`src/pcs_pkg.sv`:
```
// Types and constants shared by the packed 3-bit cell store.
`timescale 1ns / 1ps
package pcs_pkg;

	localparam int ROW_W    = 6;
	localparam int COL_W    = 6;
	localparam int CNT_W    = 7;
	localparam int VAL_W    = 3;
	localparam int CFG_IDX_W = 8;

	localparam logic [CFG_IDX_W-1:0] CFG_ROW_COUNT = 8'd0;
	localparam logic [CFG_IDX_W-1:0] CFG_COL_COUNT = 8'd1;

	localparam logic [CNT_W-1:0] ROW_COUNT_RST = 7'd8;
	localparam logic [CNT_W-1:0] COL_COUNT_RST = 7'd8;

	localparam logic ACT_READ  = 1'b0;
	localparam logic ACT_WRITE = 1'b1;

	localparam logic [VAL_W-1:0] CELL_MASK = 3'h7;
	// window of two bytes: cell at bit offset off sits at shift 13 - off
	localparam logic [3:0] WIN_TOP = 4'd13;
	// offsets above this one spill into the second byte
	localparam logic [2:0] LAST_ONE_BYTE_OFF = 3'd5;

	typedef struct packed {
		logic             oor;
		logic             action;
		logic [VAL_W-1:0] wval;
		logic [2:0]       off;
		logic             idx_odd;
		logic             lo_ok;
	} pcs_op_t;

endpackage

```
`src/pcs_addr.sv`:
```
// Cell locator: range check and byte/bank addresses of one cell.
`timescale 1ns / 1ps
module pcs_addr import pcs_pkg::*; #(
	parameter int MAX_ROWS    = 64,
	parameter int MAX_COLS    = 64,
	parameter int STORE_BYTES = 1536,
	parameter int AW          = 10
) (
	input  logic [CNT_W-1:0] row_count,
	input  logic [CNT_W-1:0] col_count,
	input  logic             action,
	input  logic [ROW_W-1:0] row,
	input  logic [COL_W-1:0] col,
	input  logic [VAL_W-1:0] wval,
	output pcs_op_t          op,
	output logic [AW-1:0]    even_addr,
	output logic [AW-1:0]    odd_addr
);

	localparam int ROW_LIM = (MAX_ROWS > 127) ? 127 : MAX_ROWS;
	localparam int COL_LIM = (MAX_COLS > 127) ? 127 : MAX_COLS;
	localparam int LIN_W   = ROW_W + CNT_W + 1;
	localparam int ST_W    = LIN_W + 2;
	localparam int IDX_W   = ST_W - 3;

	logic [CNT_W-1:0] r_eff;
	logic [CNT_W-1:0] c_eff;
	logic [2:0]       tot_lo;
	logic [2:0]       pad;
	logic [LIN_W-1:0] lin;
	logic [ST_W-1:0]  start;
	logic [IDX_W-1:0] idx;
	logic [IDX_W-1:0] idx_p1;

	always_comb begin
		r_eff  = (int'(row_count) > ROW_LIM) ? CNT_W'(ROW_LIM) : row_count;
		c_eff  = (int'(col_count) > COL_LIM) ? CNT_W'(COL_LIM) : col_count;
		// only the low three bits of 3*R*C set the pad
		tot_lo = 3'(3'(r_eff[2:0] * c_eff[2:0]) * 3'd3);
		pad    = 3'(3'd0 - tot_lo);
		lin    = LIN_W'(row) * LIN_W'(c_eff) + LIN_W'(col);
		start  = ST_W'(pad) + ST_W'({lin, 1'b0}) + ST_W'(lin);
		idx    = start[ST_W-1:3];
		idx_p1 = idx + IDX_W'(1);

		op.oor     = ({1'b0, row} >= r_eff) || ({1'b0, col} >= c_eff);
		op.action  = action;
		op.wval    = wval;
		op.off     = start[2:0];
		op.idx_odd = idx[0];
		op.lo_ok   = int'(idx_p1) < STORE_BYTES;

		// byte idx and idx+1 always fall in opposite banks
		even_addr = AW'(idx_p1 >> 1);
		odd_addr  = AW'(idx >> 1);
	end

endmodule

```
`config.mk`:
```
export PLATFORM = sky130hd
export DESIGN_NAME = pcs_addr
export DESIGN_NICKNAME = d
export VERILOG_FILES = /design/src/pcs_pkg.sv /design/src/pcs_addr.sv
export SDC_FILE = /design/constraint.sdc
export NUM_CORES = 1
export LEC_CHECK = 0
export BUFFER_PORTS_ARGS = -buffer_cell sky130_fd_sc_hd__buf_2
export CORE_MARGIN = 10
export CORE_UTILIZATION = 25
export DETAILED_ROUTE_END_ITERATION = 10
export GPL_TIMING_DRIVEN = 1
export PLACE_DENSITY = 0.52
export SLEW_MARGIN = 20
export SYNTH_ARGS = -nofsm -noshare
export SYNTH_HDL_FRONTEND = slang
export SYNTH_SLANG_ARGS = --single-unit
```
`constraint.sdc`:
```
create_clock -name vclk -period 9.35
set_input_delay 1.87 -clock vclk [all_inputs]
set_output_delay 1.87 -clock vclk [all_outputs]
set_load 0.005 [all_outputs]
```
==> flow_metrics.tcl <==
set metrics [dict create \
    status "complete, but fails checks" \
    violations "negative setup slack" \
    postSynthAreaPerCell_sq_um 8.65 \
    yosysTopAreaCell "ha_1" \
    seq_area_sq_um 0 \
    drt.antenna.violating_nets 0 \
    seq_cells 0 \
    finalHoldViolations 0 \
    crit_path_max_fanout 4 \
    synth_top_cells_by_count "73 x ha_1, 51 x inv_1, 29 x and2_1, 27 x fa_1" \
    drt_first_pass_iters 4 \
    hold_path_class "primary input to primary output" \
    synth.top_cell.area_share_pct 27.2 \
    route.detailed.drc 0 \
    post-route-period-util_pct 101 \
    timing.fmax_mhz 106 \
    area_growth_pct 50.8 \
    synth_most_common_cell "ha_1" \
    synth-adder-area-share_pct 43.3 \
    fin_area_sq_um 5060 \
    ys_types 62 \
    wl_per_cell_um 11.9 \
    cp.arrival_ns 7.55 \
    tightest_slew_ns 0.392 \
    vias 3200 \
    cp_common_cell "fa_1" \
    maxCapViolations 0 \
    core_area_sq_um 13200 \
    synth_top_family_by_area "adder cells" \
    ys_warn_count 0 \
    routed_wl_um 8420 \
    relSlewSlack_pct 73.7 \
    required_ns 7.48 \
    die_h_um 136 \
    port_buffers 52 \
    rsz0062_at_grt "true" \
    grt_pass1_vias 3290 \
    synth_xor_area_share_pct 10.1 \
    crit_type "primary input to primary output" \
    rows 42 \
    antenna_found_initial 1 \
    grt_pass1_wl_um 14300 \
    min_period_ns 9.42 \
    cpPeakStageDelay_ns 0.53 \
    slew_viol_final 0 \
    hold_buffers 0 \
    synth_area_leaders "ha_1 27%, fa_1 16%, xnor2_1 5.7%" \
    diodes 0 \
    clkbuf_count 0 \
    slowest_stage "fa_1" \
    dp_hpwl_um 7170 \
    synth_compound_area_share_pct 16.9 \
    place.gp.congestion 0.812 \
    io_pins 60 \
    start_util_pct 25.4 \
    setup_viol 1 \
    initialDrtViolationCount 95 \
    final.setup.worst_slack_ns -0.0689 \
    end_kind "primary output" \
    final_layout_size_suffix_gt1_share_pct 44.7 \
    grt-ovfl-total 0 \
    dp_slack_ns -0.358 \
    yosysSeqAreaShare_pct 0 \
    start_kind "primary input" \
    die_x_um 136 \
    fin_nets 664 \
    via_per_inst 4.52 \
    dpl_cell_area_sq_um 4430 \
    dieArea_sq_um 18500 \
    synth_mux_area_share_pct 0.597 \
    synth_nets 518 \
    syn-cell-area_sq_um 3350 \
    yosys.area_share.simple_pct 22.0 \
    track_usage_pct 8.72 \
    grt_max_degree 8 \
    syn_inst 388 \
]
==> kinds of logic after synthesis <==
group,Yosys count
multiplexers,2
AO/OA/AOI/OAI,71
XOR/XNOR,33
adder cells (fa/ha/maj),100
buffers and inverters,57
AND/OR/NAND/NOR,125
==> stage by stage <==
| stage | cells | utilization (%) | setup TNS [ns] | hold WS, ns |
|---|---|---|---|---|
| 2_1_floorplan | 388 | - | 0 | 3.81 |
| 3_3_place_gp | 691 | 33.6 | -0.844 | 3.74 |
| 3_5_place_dp | 691 | 33.6 | -1.09 | 3.74 |
| 4_1_cts | 700 | 35.8 | -0.163 | 3.74 |
| 5_1_grt | 708 | 38.4 | -0.833 | 3.74 |
| 6_report | 708 | 38.4 | -0.0689 | 3.74 |
==> worst paths after layout <==
check / start / to / slack (ns) / cells after the start
setup / recovery: col_count[6] / op[0] / -0.07 / 29
hold / removal: wval[0] / op[5] / 3.74 / 0
==> critical path: cells and delay by family <==
kind | cells | cell delay, ns
AO/OA/AOI/OAI | 9 | 1.54
adder cells (fa/ha/maj) | 7 | 2.71
AND/OR/NAND/NOR | 5 | 0.64
buffers and inverters | 7 | 0.65
XOR/XNOR | 1 | 0.14
==> layer usage <==
metal	part of all wire (%)	up-vias	track usage [%]
met5	0.15	-	0
met4	0.19	2	0.179
met3	1.8	4	0.554
met2	54	21	16.4
met1	44	1563	11.1
li1	-	1610	-
==> timing repair <==
action | 4_1_cts | 5_1_grt
resized for setup | 44 | 44
endpoints found under the hold margin | 0 | 0
endpoints found under the setup margin | 7 | 8
pin swaps | 49 | 54
setup buffers | 9 | 9
==> cell type report <==
type,count,area [sq um]
well taps,176,220
repair buffers,150,1050
inverters,51,191
fillers,1345,8130
multi-input cells,331,3600
==> cells in the final DEF, fill, tap and decap left out, types with 3 or more instances in the layout <==
master / count
ha_4: 11
inv_1: 46
nand3_1: 5
buf_6: 10
xnor2_4: 4
buf_4: 87
nand2b_1: 11
inv_2: 5
nor3_1: 4
nand2_1: 13
a21oi_1: 11
xor2_1: 4
fa_1: 27
nand3b_1: 3
nor2_1: 19
xnor2_2: 6
o21ai_2: 3
o21a_1: 3
o21ai_0: 3
a211oi_2: 5
a21o_1: 9
nor2b_1: 6
nor2b_4: 4
buf_2: 51
a31oi_4: 3
xor2_2: 3
a21oi_2: 4
ha_1: 61
and2_1: 29
nand2_2: 4
nand4_1: 3
xnor2_1: 16
a21oi_4: 4
Power is not shown: default switching activity piles up to over one toggle a cycle in this logic, so the estimate is an artifact.
